File: config.mk
export PLATFORM = sky130hd
export DESIGN_NAME = route_scenario_sequencer
export DESIGN_NICKNAME = d
export VERILOG_FILES = /design/src/rss_pkg.sv /design/src/rss_ram.sv /design/src/rss_core.sv /design/src/rss_out.sv /design/src/route_scenario_sequencer.sv
export SDC_FILE = /design/constraint.sdc
export NUM_CORES = 1
export LEC_CHECK = 0
export BUFFER_PORTS_ARGS = -buffer_cell sky130_fd_sc_hd__buf_2
export CAP_MARGIN = 20
export CORE_UTILIZATION = 59
export CTS_CLUSTER_DIAMETER = 120
export DETAILED_ROUTE_END_ITERATION = 10
export GPL_ROUTABILITY_DRIVEN = 0
export GPL_TIMING_DRIVEN = 1
export PLACE_DENSITY = 0.78
export SLEW_MARGIN = 20
export SYNTH_ARGS = -nofsm -noshare
export SYNTH_HDL_FRONTEND = slang
export SYNTH_SLANG_ARGS = --single-unit
export TNS_END_PERCENT = 10
File: constraint.sdc
create_clock -name clk_i -period 14.3 [get_ports clk_i]
set_input_delay 0.715 -clock clk_i [delete_from_list [all_inputs] [get_ports clk_i]]
set_output_delay 0.715 -clock clk_i [all_outputs]
set_load 0.02 [all_outputs]
File: src/rss_pkg.sv
// ----------------------------------------------------------------------------
// Route scenario sequencer package
// Shared types, codes and constants for the route scenario sequencer.
// ----------------------------------------------------------------------------
package rss_pkg;

  // Default number of route table entries.
  localparam int unsigned RSS_ROUTE_DEPTH = 16;

  // Reset values of the debounce margins.
  localparam logic [3:0] RSS_MARGIN_RESET = 4'd6;

  // Request types carried on the input tuser.
  typedef enum logic [1:0] {
    REQ_LOAD    = 2'd0,
    REQ_SHAPE   = 2'd1,
    REQ_TURN    = 2'd2,
    REQ_EXTSTOP = 2'd3
  } rss_req_e;

  // Result kinds carried on the output tuser.
  typedef enum logic [1:0] {
    OK_STATUS = 2'd0,
    OK_STOP   = 2'd1,
    OK_ROTATE = 2'd2
  } rss_okind_e;

  // Configuration register indexes.
  typedef enum logic [0:0] {
    CFG_MATCH_MARGIN  = 1'b0,
    CFG_CHANGE_MARGIN = 1'b1
  } rss_cfg_e;

  // Junction kinds.
  localparam logic [2:0] JK_STRAIGHT = 3'd0;
  localparam logic [2:0] JK_THREE_WAY = 3'd1;
  localparam logic [2:0] JK_END = 3'd2;
  localparam logic [2:0] JK_CORRIDOR = 3'd3;

  // Corridor sides.
  localparam logic [1:0] SIDE_LEFT = 2'd1;
  localparam logic [1:0] SIDE_RIGHT = 2'd2;

  // Entry actions; everything above ACT_TURN_OTHER means go on.
  localparam logic [2:0] ACT_STOP = 3'd0;
  localparam logic [2:0] ACT_TURN_OTHER = 3'd3;

  // One route table word.
  typedef struct packed {
    logic [2:0] kind;
    logic [7:0] count;
    logic [1:0] side;
    logic [2:0] action;
  } rss_entry_t;

  // One input transaction.
  typedef struct packed {
    rss_req_e   req;
    logic [2:0] kind;
    logic [7:0] count;
    logic [1:0] side;
    logic [2:0] action;
    logic [3:0] shape;    // front, back, left, right from the top bit down
    logic       stop_req;
  } rss_in_t;

  // One non-status result.
  typedef struct packed {
    rss_okind_e kind;
    logic       stop_value;
    logic [1:0] rotate_code;
  } rss_res_t;

  // All results caused by one input transaction; a status result always closes it.
  typedef struct packed {
    logic       r0_v;
    rss_res_t   r0;
    logic       r1_v;
    rss_res_t   r1;
    logic       stopped;
    logic       turning;
    logic [4:0] pos;
    logic       dropped;
  } rss_rec_t;

endpackage

File: src/rss_ram.sv
// ----------------------------------------------------------------------------
// Generic RAM
// One write port and one read port with registered read data.
// ----------------------------------------------------------------------------
module rss_ram #(
  parameter int unsigned WIDTH = 16,
  parameter int unsigned DEPTH = 16
) (
  input  logic                     clk_i,
  input  logic                     we_i,
  input  logic [$clog2(DEPTH)-1:0] waddr_i,
  input  logic [WIDTH-1:0]         wdata_i,
  input  logic [$clog2(DEPTH)-1:0] raddr_i,
  output logic [WIDTH-1:0]         rdata_o
);

  logic [WIDTH-1:0] mem_q [DEPTH];

  // Write port.
  always_ff @(posedge clk_i) begin
    if (we_i) begin
      mem_q[waddr_i] <= wdata_i;
    end
  end

  // Registered read port.
  always_ff @(posedge clk_i) begin
    rdata_o <= mem_q[raddr_i];
  end

endmodule

File: src/rss_core.sv
// ----------------------------------------------------------------------------
// Route scenario sequencer core
// Input register, sequencer state and the single-pass update that turns one
// input transaction into a result record.
// ----------------------------------------------------------------------------
module rss_core #(
  parameter int unsigned ROUTE_DEPTH = rss_pkg::RSS_ROUTE_DEPTH
) (
  input  logic                           clk_i,
  input  logic                           rst_ni,
  input  logic                           cfg_we_i,
  input  logic [0:0]                     cfg_idx_i,
  input  logic [3:0]                     cfg_data_i,
  input  logic                           in_valid_i,
  output logic                           in_ready_o,
  input  rss_pkg::rss_in_t               in_item_i,
  output logic                           rec_valid_o,
  input  logic                           rec_ready_i,
  output rss_pkg::rss_rec_t              rec_o,
  output logic                           ram_we_o,
  output logic [$clog2(ROUTE_DEPTH)-1:0] ram_waddr_o,
  output logic [15:0]                    ram_wdata_o,
  output logic [$clog2(ROUTE_DEPTH)-1:0] ram_raddr_o,
  input  logic [15:0]                    ram_rdata_i
);

  import rss_pkg::*;

  localparam int unsigned PW = $clog2(ROUTE_DEPTH + 1);
  localparam int unsigned AW = $clog2(ROUTE_DEPTH);
  localparam int unsigned PWX = (PW > 5) ? PW : 5;
  localparam logic [PW:0] DEPTH_X = (PW + 1)'(ROUTE_DEPTH);

  // Input register.
  logic    in_v_q;
  rss_in_t in_q;
  logic    fire;

  // Sequencer state.
  logic [3:0]    mmargin_q, cmargin_q;
  logic [PW-1:0] ent_q, ent_d;
  logic [PW-1:0] pos_q, pos_d;
  logic [7:0]    passed_q, passed_d;
  logic [3:0]    mrun_q, mrun_d;
  logic [3:0]    drun_q, drun_d;
  logic [3:0]    prev_q, prev_d;
  logic          stopped_q, stopped_d;
  logic          refresh_q, refresh_d;
  logic          turning_q, turning_d;
  logic          change_q, change_d;

  // Entry at the current position, and a bypass for a write that the
  // look-ahead read misses.
  rss_entry_t cur_q, cur_d;
  logic       byp_hit_q, byp_hit_d;
  rss_entry_t byp_q, byp_d;

  // Working values.
  rss_entry_t  cur_e, nxt_raw, nxt_e, new_e, load_cur;
  logic [PW:0] pos_p1, rd_full;
  logic [3:0]  mrun_inc;
  logic [7:0]  passed_inc;
  logic        full;
  logic [PWX-1:0] pos_x;
  rss_res_t    co_res;
  logic        co_v;
  rss_rec_t    rec;

  // Junction shape test against one entry.
  function automatic logic shape_fits(rss_entry_t e, logic [3:0] s);
    logic f, b, l, r, res;
    f = s[3];
    b = s[2];
    l = s[1];
    r = s[0];
    case (e.kind)
      JK_STRAIGHT:  res = f && b && !l && !r;
      JK_THREE_WAY: res = b && ((f && (l != r)) || (!f && l && r));
      JK_END:       res = !f && b;
      JK_CORRIDOR: begin
        if (e.side == SIDE_LEFT) begin
          res = l;
        end else if (e.side == SIDE_RIGHT) begin
          res = r;
        end else begin
          res = l || r;
        end
      end
      default:      res = 1'b0;
    endcase
    return res;
  endfunction

  assign fire        = in_v_q && rec_ready_i;
  assign in_ready_o  = !in_v_q || rec_ready_i;
  assign rec_valid_o = in_v_q;
  assign rec_o       = rec;

  // Input register; payload carries no reset.
  always_ff @(posedge clk_i or negedge rst_ni) begin
    if (!rst_ni) begin
      in_v_q <= 1'b0;
    end else if (in_ready_o) begin
      in_v_q <= in_valid_i;
    end
  end

  always_ff @(posedge clk_i) begin
    if (in_valid_i && in_ready_o) begin
      in_q <= in_item_i;
    end
  end

  // Current and look-ahead entries; a position past the loaded entries reads
  // as an all-zero entry.
  always_comb begin
    pos_p1  = {1'b0, pos_q} + (PW + 1)'(1);
    cur_e   = (pos_q < ent_q) ? cur_q : '0;
    nxt_raw = byp_hit_q ? byp_q : rss_entry_t'(ram_rdata_i);
    nxt_e   = (pos_p1 < {1'b0, ent_q}) ? nxt_raw : '0;
    new_e   = '{kind: in_q.kind, count: in_q.count, side: in_q.side, action: in_q.action};
    full    = ({1'b0, ent_q} >= DEPTH_X);
    load_cur = (pos_q == ent_q) ? new_e : cur_e;
    mrun_inc   = (mrun_q == 4'hF) ? mrun_q : mrun_q + 4'd1;
    passed_inc = (passed_q == 8'hFF) ? passed_q : passed_q + 8'd1;
  end

  // Single-pass update for one transaction.
  always_comb begin
    ent_d     = ent_q;
    pos_d     = pos_q;
    passed_d  = passed_q;
    mrun_d    = mrun_q;
    drun_d    = drun_q;
    prev_d    = prev_q;
    stopped_d = stopped_q;
    refresh_d = refresh_q;
    turning_d = turning_q;
    change_d  = change_q;
    cur_d     = cur_q;
    ram_we_o  = 1'b0;
    rec       = '0;
    co_v      = 1'b0;
    co_res    = '0;

    if (fire) begin
      unique case (in_q.req)
        REQ_LOAD: begin
          if (full) begin
            rec.dropped = 1'b1;
          end else begin
            ram_we_o = 1'b1;
            ent_d    = ent_q + PW'(1);
            if (pos_q == ent_q) begin
              cur_d = new_e;
            end
            rec.r0_v = 1'b1;
            rec.r0   = '{kind: OK_STOP, stop_value: 1'b0, rotate_code: 2'd0};
            if (new_e.action == ACT_STOP) begin
              // Starting the run: carry out the entry at the current position.
              stopped_d = 1'b1;
              if (load_cur.action == ACT_STOP) begin
                rec.r1_v = 1'b1;
                rec.r1   = '{kind: OK_STOP, stop_value: 1'b1, rotate_code: 2'd0};
              end else begin
                stopped_d = 1'b0;
                change_d  = 1'b0;
                if (load_cur.action <= ACT_TURN_OTHER) begin
                  turning_d = 1'b1;
                  rec.r1_v  = 1'b1;
                  rec.r1    = '{kind: OK_ROTATE, stop_value: 1'b0,
                                rotate_code: load_cur.action[1:0]};
                end
              end
            end else begin
              stopped_d = 1'b1;
              rec.r0.stop_value = 1'b1;
            end
          end
        end

        REQ_SHAPE: begin
          if (!stopped_q) begin
            if (refresh_q) begin
              prev_d    = in_q.shape;
              refresh_d = 1'b0;
            end
            if (!turning_q) begin
              if (change_q) begin
                // Debounced match against the current entry.
                if (!shape_fits(cur_e, in_q.shape)) begin
                  mrun_d = 4'd0;
                end else if (mrun_inc >= mmargin_q) begin
                  mrun_d   = 4'd0;
                  passed_d = passed_inc;
                  change_d = 1'b0;
                  prev_d   = in_q.shape;
                  if (cur_e.count <= passed_inc) begin
                    passed_d = 8'd0;
                    co_v     = 1'b1;
                  end
                end else begin
                  mrun_d = mrun_inc;
                end
              end else begin
                // Debounced detection of a new junction.
                if (in_q.shape == prev_d) begin
                  drun_d = 4'd0;
                end else if (((drun_q == 4'hF) ? drun_q : drun_q + 4'd1) >= cmargin_q) begin
                  drun_d   = 4'd0;
                  prev_d   = in_q.shape;
                  change_d = 1'b1;
                end else begin
                  drun_d = drun_q + 4'd1;
                end
              end
            end
          end
        end

        REQ_TURN: begin
          turning_d = 1'b0;
          co_v      = 1'b1;
        end

        REQ_EXTSTOP: begin
          stopped_d = in_q.stop_req;
        end

        default: ;
      endcase

      // Advance to the next entry and carry it out.
      if (co_v) begin
        if ({1'b0, pos_q} < DEPTH_X) begin
          pos_d = pos_q + PW'(1);
          cur_d = nxt_raw;
        end
        stopped_d = 1'b1;
        if (nxt_e.action == ACT_STOP) begin
          co_res = '{kind: OK_STOP, stop_value: 1'b1, rotate_code: 2'd0};
          rec.r0_v = 1'b1;
        end else begin
          stopped_d = 1'b0;
          change_d  = 1'b0;
          if (nxt_e.action <= ACT_TURN_OTHER) begin
            turning_d = 1'b1;
            co_res    = '{kind: OK_ROTATE, stop_value: 1'b0, rotate_code: nxt_e.action[1:0]};
            rec.r0_v  = 1'b1;
          end
        end
        rec.r0 = co_res;
        if (in_q.req == REQ_TURN) begin
          refresh_d = 1'b1;
          change_d  = 1'b0;
        end
      end
    end

    pos_x       = PWX'(pos_d);
    rec.stopped = stopped_d;
    rec.turning = turning_d;
    rec.pos     = pos_x[4:0];
  end

  // Look-ahead read of the entry after the next position.
  always_comb begin
    rd_full     = {1'b0, pos_d} + (PW + 1)'(1);
    ram_raddr_o = (rd_full < DEPTH_X) ? rd_full[AW-1:0] : '0;
    ram_waddr_o = ent_q[AW-1:0];
    ram_wdata_o = new_e;
    byp_hit_d   = ram_we_o && (rd_full == {1'b0, ent_q});
    byp_d       = new_e;
  end

  // State registers.
  always_ff @(posedge clk_i or negedge rst_ni) begin
    if (!rst_ni) begin
      mmargin_q <= RSS_MARGIN_RESET;
      cmargin_q <= RSS_MARGIN_RESET;
      ent_q     <= '0;
      pos_q     <= '0;
      passed_q  <= '0;
      mrun_q    <= '0;
      drun_q    <= '0;
      prev_q    <= '0;
      stopped_q <= 1'b1;
      refresh_q <= 1'b1;
      turning_q <= 1'b0;
      change_q  <= 1'b0;
      byp_hit_q <= 1'b0;
    end else begin
      if (cfg_we_i) begin
        unique case (rss_cfg_e'(cfg_idx_i))
          CFG_MATCH_MARGIN:  mmargin_q <= cfg_data_i;
          CFG_CHANGE_MARGIN: cmargin_q <= cfg_data_i;
          default: ;
        endcase
      end
      ent_q     <= ent_d;
      pos_q     <= pos_d;
      passed_q  <= passed_d;
      mrun_q    <= mrun_d;
      drun_q    <= drun_d;
      prev_q    <= prev_d;
      stopped_q <= stopped_d;
      refresh_q <= refresh_d;
      turning_q <= turning_d;
      change_q  <= change_d;
      byp_hit_q <= byp_hit_d;
    end
  end

  // Entry copies carry no reset; they are masked until written.
  always_ff @(posedge clk_i) begin
    cur_q <= cur_d;
    byp_q <= byp_d;
  end

endmodule

File: src/rss_out.sv
// ----------------------------------------------------------------------------
// Route scenario sequencer output stage
// Holds one result record and sends its results one transaction at a time.
// ----------------------------------------------------------------------------
module rss_out (
  input  logic              clk_i,
  input  logic              rst_ni,
  input  logic              rec_valid_i,
  output logic              rec_ready_o,
  input  rss_pkg::rss_rec_t rec_i,
  output logic              m_valid_o,
  input  logic              m_ready_i,
  output rss_pkg::rss_res_t m_res_o,
  output logic              m_last_o,
  output rss_pkg::rss_rec_t m_rec_o
);

  import rss_pkg::*;

  typedef enum logic [1:0] {
    SLOT_R0,
    SLOT_R1,
    SLOT_STAT
  } slot_e;

  logic     rec_v_q;
  rss_rec_t rec_q;
  slot_e    slot_q;
  logic     send;

  assign send        = rec_v_q && m_ready_i;
  assign m_valid_o   = rec_v_q;
  assign m_last_o    = (slot_q == SLOT_STAT);
  assign rec_ready_o = !rec_v_q || (m_ready_i && m_last_o);
  assign m_rec_o     = rec_q;

  // Result currently offered.
  always_comb begin
    unique case (slot_q)
      SLOT_R0:   m_res_o = rec_q.r0;
      SLOT_R1:   m_res_o = rec_q.r1;
      SLOT_STAT: m_res_o = '{kind: OK_STATUS, stop_value: 1'b0, rotate_code: 2'd0};
      default:   m_res_o = '{kind: OK_STATUS, stop_value: 1'b0, rotate_code: 2'd0};
    endcase
  end

  // Record register and slot sequencing.
  always_ff @(posedge clk_i or negedge rst_ni) begin
    if (!rst_ni) begin
      rec_v_q <= 1'b0;
      slot_q  <= SLOT_STAT;
    end else if (rec_ready_o) begin
      rec_v_q <= rec_valid_i;
      slot_q  <= rec_i.r0_v ? SLOT_R0 : SLOT_STAT;
    end else if (send) begin
      unique case (slot_q)
        SLOT_R0: slot_q <= rec_q.r1_v ? SLOT_R1 : SLOT_STAT;
        default: slot_q <= SLOT_STAT;
      endcase
    end
  end

  always_ff @(posedge clk_i) begin
    if (rec_ready_o && rec_valid_i) begin
      rec_q <= rec_i;
    end
  end

endmodule

File: src/route_scenario_sequencer.sv
// ----------------------------------------------------------------------------
// Route scenario sequencer
// Builds a route table from load transactions and sequences stop and rotate
// commands from debounced junction shapes and turn-finished events.
// ----------------------------------------------------------------------------
// The first result of a transaction is offered once the transaction has passed
//   the core input register and then the output record register.
// Throughput: one transaction per cycle if it yields one result and the output is
//   not stalled; a record of up to three results is held until its last is taken.
// Reset clears all control state and the loaded-entry count; the route table is
//   not cleared, and entries beyond the loaded count read as stop entries.
module route_scenario_sequencer #(
  parameter int unsigned ROUTE_DEPTH = rss_pkg::RSS_ROUTE_DEPTH
) (
  input  logic        clk_i,
  input  logic        rst_ni,
  // Configuration write port.
  input  logic        cfg_we_i,
  input  logic [0:0]  cfg_idx_i,
  input  logic [3:0]  cfg_data_i,
  // Input stream.
  input  logic        s_axis_tvalid_i,
  output logic        s_axis_tready_o,
  // entry_kind[2:0], entry_count[10:3], entry_side[12:11], entry_action[15:13],
  // open_front[16], open_back[17], open_left[18], open_right[19], stop_request[20]
  input  logic [23:0] s_axis_tdata_i,
  // req_type[1:0]
  input  logic [1:0]  s_axis_tuser_i,
  // Result stream.
  output logic        m_axis_tvalid_o,
  input  logic        m_axis_tready_i,
  // stop_value[0], rotate_code[2:1], is_stopped[3], is_turning[4],
  // route_position[9:5], load_dropped[10]
  output logic [15:0] m_axis_tdata_o,
  // out_kind[1:0]
  output logic [1:0]  m_axis_tuser_o,
  output logic        m_axis_tlast_o
);

  import rss_pkg::*;

  localparam int unsigned AW = $clog2(ROUTE_DEPTH);

  rss_in_t    in_item;
  rss_rec_t   rec, out_rec;
  logic       rec_valid, rec_ready;
  rss_res_t   out_res;
  logic          ram_we;
  logic [AW-1:0] ram_waddr, ram_raddr;
  logic [15:0]   ram_wdata, ram_rdata;

  // Unpack the input transaction.
  always_comb begin
    in_item.req      = rss_req_e'(s_axis_tuser_i);
    in_item.kind     = s_axis_tdata_i[2:0];
    in_item.count    = s_axis_tdata_i[10:3];
    in_item.side     = s_axis_tdata_i[12:11];
    in_item.action   = s_axis_tdata_i[15:13];
    in_item.shape    = {s_axis_tdata_i[16], s_axis_tdata_i[17],
                        s_axis_tdata_i[18], s_axis_tdata_i[19]};
    in_item.stop_req = s_axis_tdata_i[20];
  end

  rss_ram #(
    .WIDTH(16),
    .DEPTH(ROUTE_DEPTH)
  ) u_table (
    .clk_i  (clk_i),
    .we_i   (ram_we),
    .waddr_i(ram_waddr),
    .wdata_i(ram_wdata),
    .raddr_i(ram_raddr),
    .rdata_o(ram_rdata)
  );

  rss_core #(
    .ROUTE_DEPTH(ROUTE_DEPTH)
  ) u_core (
    .clk_i      (clk_i),
    .rst_ni     (rst_ni),
    .cfg_we_i   (cfg_we_i),
    .cfg_idx_i  (cfg_idx_i),
    .cfg_data_i (cfg_data_i),
    .in_valid_i (s_axis_tvalid_i),
    .in_ready_o (s_axis_tready_o),
    .in_item_i  (in_item),
    .rec_valid_o(rec_valid),
    .rec_ready_i(rec_ready),
    .rec_o      (rec),
    .ram_we_o   (ram_we),
    .ram_waddr_o(ram_waddr),
    .ram_wdata_o(ram_wdata),
    .ram_raddr_o(ram_raddr),
    .ram_rdata_i(ram_rdata)
  );

  rss_out u_out (
    .clk_i      (clk_i),
    .rst_ni     (rst_ni),
    .rec_valid_i(rec_valid),
    .rec_ready_o(rec_ready),
    .rec_i      (rec),
    .m_valid_o  (m_axis_tvalid_o),
    .m_ready_i  (m_axis_tready_i),
    .m_res_o    (out_res),
    .m_last_o   (m_axis_tlast_o),
    .m_rec_o    (out_rec)
  );

  // Pack the result transaction.
  assign m_axis_tuser_o = out_res.kind;
  assign m_axis_tdata_o = {5'b0, out_rec.dropped, out_rec.pos, out_rec.turning,
                           out_rec.stopped, out_res.rotate_code, out_res.stop_value};

endmodule
=== Yosys cells after proc, flatten, opt, wreduce, memory -nomap -nowiden ===
Memories as Yosys holds them, arrays and structs flattened. A register that Yosys moved wholly into a read port is not among the register bits.
Index checks and enable logic that the tools add are counted.

* Flip-flop bits (word level): 121
* Bits in writable memories: 256
* Input port bits: 36
* Output and inout bits: 21
* Memories: 1

{| class="wikitable"
|+ Memories
! memory !! words !! bits a word !! read ports !! clocked after Yosys merged registers in !! write ports !! line !! text
|-
| u_table.mem_q || 16 || 16 || 1 || 1 || 1 || rss_ram.sv:17 || <nowiki>logic [WIDTH-1:0] mem_q [DEPTH];</nowiki>
|}

* Add/subtract/negate cells: 7
* Order comparisons: 10
* Equal/unequal tests: 17
* Mux-type cells: 105
* Bitwise gates (word level): 9
* Reductions and logical operators: 39

{| class="wikitable"
|+ Operators with widths
! operator !! count
|-
| 16-bit 2-to-1 mux || 7
|-
| 4-bit 2-to-1 mux || 17
|-
| 1-bit 2-to-1 mux || 54
|-
| 12-bit 2-to-1 mux || 3
|-
| 5-bit 2-to-1 mux || 5
|-
| 6-bit 2-to-1 mux || 4
|-
| 8-bit 2-to-1 mux || 2
|-
| 1-bit logical AND || 13
|-
| 5-bit by 1-bit adder with 6-bit output, second input constant || 2
|-
| 3-bit zero test || 4
|-
| 5-bit by 1-bit adder with 5-bit output, second input constant || 2
|-
| 2-bit 2-to-1 mux || 5
|-
| 5-bit one-hot mux with 2 select lines || 1
|-
| 5-bit AND reduction || 2
|-
| 1-bit NOT || 9
|-
| 4-bit by 1-bit adder with 4-bit output, second input constant || 2
|-
| 8-bit by 1-bit adder with 8-bit output, second input constant || 1
|-
| 2-bit == test, second input constant || 4
|-
| 4-bit == test, second input constant || 2
|-
| 8-bit == test, second input constant || 1
|-
| 4-bit greater-or-equal comparator || 2
|-
| 8-bit less-or-equal comparator || 1
|-
| 1-bit one-hot mux with 2 select lines || 4
|-
| 7-bit AND reduction || 1
|-
| 24 further kinds || 39
|}

=== Logic depth before layout (Yosys ltp) ===
* Depth in word-level cells: 22
* Mapped depth: 26
* Gate-level depth less buffers: 24

=== Hierarchy ===
Synthesis repeated with hierarchy kept, for this count alone.

* Cells, all modules: 1,075
* Area total of the unflattened synthesis: 16,842.4 um^2

{| class="wikitable"
|+ By module, submodules not included
! module !! instances !! cells an instance !! area an instance (um^2) !! seq. area each (um^2)
|-
| rss_ram || 1 || 432 || 10,042.1 || 8,007.7
|-
| rss_core || 1 || 591 || 5,894.4 || 2,600.0
|-
| rss_out || 1 || 46 || 864.6 || 676.9
|-
| route_scenario_sequencer || 1 || 6 || 41.3 || 0.0
|}

=== Worst setup path before layout ===
Ideal clock, no wire load.

* Kind: reg-to-reg
* From: register u_core.pos_q[0]
* To: register u_table.rdata_o[10] (read register of u_table.mem_q)
* Data arrival time: 5.718 ns
* Path slack: 8.525 ns
* Stages on the path, launching flop included: 27
* Clock period less this slack: 5.775 ns
* Cells stage by stage: dfrtp_1 -> clkbuf_1 -> inv_1 -> ha_1 -> nand2b_1 -> a211oi_2 -> nor2_1 -> and2_1 -> ha_1 -> nor2b_1 -> o211ai_1 -> a211o_1 -> nand4_1 -> o31a_1 -> buf_4 -> nor2_4 -> mux2_2 -> ha_1 -> xnor2_1 -> or2_2 -> a2111oi_0 -> a21oi_1 -> a211oi_1 -> buf_2 -> o31ai_1 -> o21ai_0 -> or4_1

{| class="wikitable"
|+ RTL lines
! element !! line !! text
|-
| from (decl) || rss_core.sv:42 || <nowiki>logic [PW-1:0] pos_q, pos_d;</nowiki>
|-
| from (signal assigned) || rss_core.sv:301 || <nowiki>pos_q <= pos_d;</nowiki>
|-
| to (decl) || rss_ram.sv:14 || <nowiki>output logic [WIDTH-1:0] rdata_o</nowiki>
|}

==> impl_summary.md <==
Global routing
The via count of the first global-routing pass is 16,900. The wire length of the first global-routing pass is 90.7 mm. For this run, the total global-route usage over all layers was measured as 32.0%. Entering global routing, the biggest net connects 102 pins.

The number of antenna violations at the first check in global routing came to 0. The total overflow left after global routing is 0.

Hold path
In this run the worst hold path is classified as in2async.

Place
In this run the tool buffered the top-level ports with 48 buffer cells. The standard cell area after detailed placement is 0.0215 sq mm. After legalization and detailed placement, the total HPWL measured 33.7 mm. Prior to clock tree synthesis, the placed netlist has a worst setup slack of 5.67 ns.

Detailed routing
The number of iterations in the first detailed-routing pass is 6. The detailed router finished its first iteration with 1,909 violations. The count of nets left with antenna violations once routing finished came out at 0. For this run, design rule violations remaining after detail routing come to 0. The via-per-instance ratio is 6.91. The total via count after detailed routing is 17,600. Dividing the detail-routed wire length by the instance count gives 23.1 um. The routed design has 58.9 mm of wire.

Clock tree
TritonCTS built the clock tree. The insertion delay to the later sink of the worst-skew pair is 0.55 ns. The number of resized instances in the post-cts repair step is 0. CTS built an H-tree with a depth of 2.

The deepest clock path buffer count is 3. The TritonCTS buffer count is 43. CTS placed an instance of sky130_fd_sc_hd__clkbuf_16 at the clock tree root.

The number of sinks on the clock net is 392. The buffers inserted during post-CTS setup optimization is 0. The total of hold buffers inserted after clock tree synthesis is 0. The clock-pin slew of the registers on the worst-case setup and hold paths is 0.06 ns.

Layout
Compared with the post-synthesis result, the final layout area differs by 8.22%. After the last flow step, the layout net total stands at 2,138. The share of cells above drive strength 1 is 9.36%.

Counting the fill cells in the layout gives 2,546. The multi-input combinational cells in the finished layout cover a total of 0.00895 sq mm. The combined flip-flop and latch cell area is 0.0112 sq mm. 0 antenna diodes ended up in the layout. The final design instance area without fill is 0.0228 sq mm.

Floorplan
The core region is 0.0348 sq mm. The die is 191 um tall. The number of cell rows is 68. In this run the horizontal extent of the chip is 191 um. The die covers 0.0364 sq mm. 57 I/O pins were placed. The initial core utilization is 60.5%.

Logic synthesis
The most used flip-flop cell after synthesis is sky130_fd_sc_hd__edfxtp_1. In this run, distinct cell masters in the synthesized netlist total 70. In this run, synthesis produced a sequential element count of 392. After synthesis, the mean cell area works out to 9.96 sq um. Synthesis handed over a netlist of 2,115 instances. In the synthesized netlist the async set-or-reset flop fraction comes to 12.0%. Yosys printed 0 warnings. The cell area after synthesis is 0.0211 sq mm. The synthesized design contains 313 enable-type register cells. Summing the sequential cell areas from Yosys gives 53.3% of the chip area.

STA
The worst clock skew is 0.0221 ns. The highest achievable clock rate is 0.113 GHz. Setup total negative slack on the finished layout was measured at 0 ns.

Setup repair after global routing left no endpoint under its margin. The fraction of the cycle the final worst path needs is 61.9%. The total count of max-transition violations in the final report is 0. The number of hold violations in the final report is 0.

Setup violations remaining at the end of the flow were counted as 0. The measured slew at the worst slew-check pin is 1.16 ns. The final period demand of the worst path is 8.85 ns.

The post-route worst setup slack is 5.45 ns. The worst slew slack as a fraction of its limit is 22.6%.

Setup path
The endpoint arrival time on the critical path is 9.28 ns. The worst endpoint required time is 14.73 ns. The launching element type of the critical path is a register. STA classifies the critical path endpoint as a register. The largest fanout on the critical path is 60. The critical path in this run is classified as reg2reg. The number of cells traversed by the worst register-to-register path is 24.

Run status
The flow ran to the end, and the final reports show no timing, DRC or antenna violations.

Power
In this run the static leakage power is 8.33 nW. The total power divided by cell area is 125 mW/mm^2. The highest ir drop seen on vdd is 0.125 mV.

Flow run
Max-cap violations in this run came to 0.
final timing paths:
kind                                               from                              end  slack, ns
max                         u_core.ent_q[3]$_DFFE_PN0P_       u_table.rdata_o[0]$_DFF_P_       5.45
min                                              rst_ni        u_core.pos_q[3]$_DFF_PN0_       0.19
max reg2reg                 u_core.ent_q[3]$_DFFE_PN0P_       u_table.rdata_o[0]$_DFF_P_       5.45
min reg2reg                u_core.refresh_q$_DFFE_PN1P_     u_core.refresh_q$_DFFE_PN1P_       0.48
max in group asynchronous                        rst_ni     u_core.prev_q[1]$_DFFE_PN0P_      13.66
min in group clk_i                   s_axis_tdata_i[11]  u_core.ram_wdata_o[3]$_DFFE_PP_       0.34
final cells by class:
class                           instances  area share, %
Inverter                               48          0.818
Tap cell                              455           2.50
Clock buffer                           61           5.24
Multi-Input combinational cell       1490           39.3
Timing Repair Buffer                   86           2.35
Clock inverter                         17          0.538
Sequential cell                       392           49.3
stage by stage:
stage	power [mW]	instances	hold slack (ns)	utilization, %
floorplan	1.69	2119	0.419	-
global placement	1.80	2470	0.466	61.6
detailed placement	1.82	2470	0.464	61.6
CTS	2.85	2548	0.331	65.4
global route	2.95	2549	0.239	65.5
finish	2.85	2549	0.186	65.5
worst max-delay path, cell delays in order, from the launching register on:
cell and delay, ns:
sky130_fd_sc_hd__dfrtp_1 0.72, sky130_fd_sc_hd__inv_1 0.34, sky130_fd_sc_hd__ha_1 0.37, sky130_fd_sc_hd__nand2_1 0.07, sky130_fd_sc_hd__a211oi_2 0.45, sky130_fd_sc_hd__nor2_1 0.29
sky130_fd_sc_hd__and2_1 0.24, sky130_fd_sc_hd__ha_1 0.31, sky130_fd_sc_hd__nand4_1 0.15, sky130_fd_sc_hd__o21ai_0 0.41, sky130_fd_sc_hd__nand4_1 0.31, sky130_fd_sc_hd__o31a_1 0.53
sky130_fd_sc_hd__nor2_4 0.30, sky130_fd_sc_hd__mux2_2 0.42, sky130_fd_sc_hd__ha_4 0.21, sky130_fd_sc_hd__o21ai_0 0.19, sky130_fd_sc_hd__nor3_4 0.04, sky130_fd_sc_hd__buf_4 0.34
sky130_fd_sc_hd__o21ai_4 0.22, sky130_fd_sc_hd__buf_4 0.65, sky130_fd_sc_hd__buf_4 0.75, sky130_fd_sc_hd__nor3_1 0.14, sky130_fd_sc_hd__nor4b_1 0.48, sky130_fd_sc_hd__o22ai_1 0.21
sky130_fd_sc_hd__or4_1 0.56
power breakdown:
| group | switching [mW] | internal [mW] |
|---|---|---|
| sequential | 0.109 | 1.36 |
| combinational | 0.209 | 0.121 |
| clock | 0.446 | 0.600 |
sequential cells by signal (all words and copies together), names as in the netlist, 5 cells and up:
signal,flops
u_table.mem_q,256
u_core.pos_q,5
u_core.cur_q,16
u_core.byp_q,16
u_core.passed_q,8
u_table.rdata_o,16
u_core.ram_wdata_o,16
u_out.m_rec_o,18
u_core.ent_q,5
u_core.in_q,7
cell usage in the layout, fill, tap and decap left out, types with 7 or more instances in the layout:
cell	netlist	routed
sky130_fd_sc_hd__a211oi_1	15	14
sky130_fd_sc_hd__a21oi_1	17	17
sky130_fd_sc_hd__a22oi_1	117	117
sky130_fd_sc_hd__a311oi_1	16	16
sky130_fd_sc_hd__a31oi_1	15	15
sky130_fd_sc_hd__and2_1	14	13
sky130_fd_sc_hd__buf_2	35	47
sky130_fd_sc_hd__buf_4	21	38
sky130_fd_sc_hd__clkbuf_1	125	13
sky130_fd_sc_hd__clkbuf_16	0	43
sky130_fd_sc_hd__clkinv_2	0	7
sky130_fd_sc_hd__dfrtp_1	40	40
sky130_fd_sc_hd__dfstp_2	7	7
sky130_fd_sc_hd__dfxtp_1	32	32
sky130_fd_sc_hd__edfxtp_1	313	313
sky130_fd_sc_hd__ha_1	41	40
sky130_fd_sc_hd__inv_1	47	45
sky130_fd_sc_hd__mux2_2	10	9
sky130_fd_sc_hd__mux2i_1	12	11
sky130_fd_sc_hd__nand2_1	416	415
sky130_fd_sc_hd__nand2b_1	9	9
sky130_fd_sc_hd__nand3_1	35	35
sky130_fd_sc_hd__nand3b_1	7	7
sky130_fd_sc_hd__nand4_1	10	10
sky130_fd_sc_hd__nor2_1	45	45
sky130_fd_sc_hd__nor2b_1	21	21
sky130_fd_sc_hd__nor3_1	175	167
sky130_fd_sc_hd__nor3_2	1	8
sky130_fd_sc_hd__nor4b_1	66	66
sky130_fd_sc_hd__o21ai_0	216	216
sky130_fd_sc_hd__o22ai_1	18	18
sky130_fd_sc_hd__o31ai_1	57	57
sky130_fd_sc_hd__o32ai_1	16	16
sky130_fd_sc_hd__o41a_1	32	32
sky130_fd_sc_hd__or4_1	18	18
sky130_fd_sc_hd__xnor2_1	21	21
per-layer routing:
| metal | track usage (%) | share of wire, % | vias to the layer above |
|---|---|---|---|
| met5 | 0 | 0 | - |
| li1 | - | - | 7842 |
| met2 | 52.3 | 48 | 1058 |
| met1 | 41.4 | 38 | 8512 |
| met4 | 17.1 | 4.4 | 0 |
| met3 | 4.42 | 9.5 | 206 |
synth_stat cells, types with 5 or more instances:
library cell	number	share of area (%)
sky130_fd_sc_hd__dfxtp_1	32	3.0
sky130_fd_sc_hd__clkbuf_1	125	2.2
sky130_fd_sc_hd__buf_1	7	0.12
sky130_fd_sc_hd__o21ai_0	216	5.1
sky130_fd_sc_hd__edfxtp_1	313	45
sky130_fd_sc_hd__and2_1	14	0.42
sky130_fd_sc_hd__nand3_1	35	0.83
sky130_fd_sc_hd__nand2b_1	9	0.27
sky130_fd_sc_hd__a311oi_1	16	0.67
sky130_fd_sc_hd__nor4_1	5	0.15
sky130_fd_sc_hd__a31oi_1	15	0.45
sky130_fd_sc_hd__nor2_1	45	0.80
sky130_fd_sc_hd__nand4_1	10	0.30
sky130_fd_sc_hd__o31ai_1	57	2.0
sky130_fd_sc_hd__o21a_1	5	0.18
sky130_fd_sc_hd__inv_1	47	0.84
sky130_fd_sc_hd__ha_1	41	2.4
sky130_fd_sc_hd__buf_2	35	0.83
sky130_fd_sc_hd__nor3_1	175	4.2
sky130_fd_sc_hd__dfstp_2	7	0.87
sky130_fd_sc_hd__a211oi_1	15	0.53
sky130_fd_sc_hd__dfrtp_1	40	4.8
sky130_fd_sc_hd__o32ai_1	16	0.67
sky130_fd_sc_hd__nor4b_1	66	2.7
sky130_fd_sc_hd__nand3b_1	7	0.25
sky130_fd_sc_hd__mux2_2	10	0.53
sky130_fd_sc_hd__o41a_1	32	1.7
sky130_fd_sc_hd__mux2i_1	12	0.57
sky130_fd_sc_hd__a21oi_1	17	0.40
sky130_fd_sc_hd__xnor2_1	21	0.87
sky130_fd_sc_hd__buf_4	21	0.75
sky130_fd_sc_hd__nand2_1	416	7.4
sky130_fd_sc_hd__o22ai_1	18	0.53
sky130_fd_sc_hd__or4_1	18	0.64
sky130_fd_sc_hd__nor2b_1	21	0.62
sky130_fd_sc_hd__a22oi_1	117	4.2
kinds of logic after synthesis:
group	synth area share, %
AO/OA/AOI/OAI	18.0
XOR/XNOR	1.04
adder cells (fa/ha/maj)	2.44
buffers and inverters	4.84
flip-flops	53.3
multiplexers	1.11
other	0.0178
AND/OR/NAND/NOR	19.2
No activity file was read; power rests on OpenSTA's default activity.
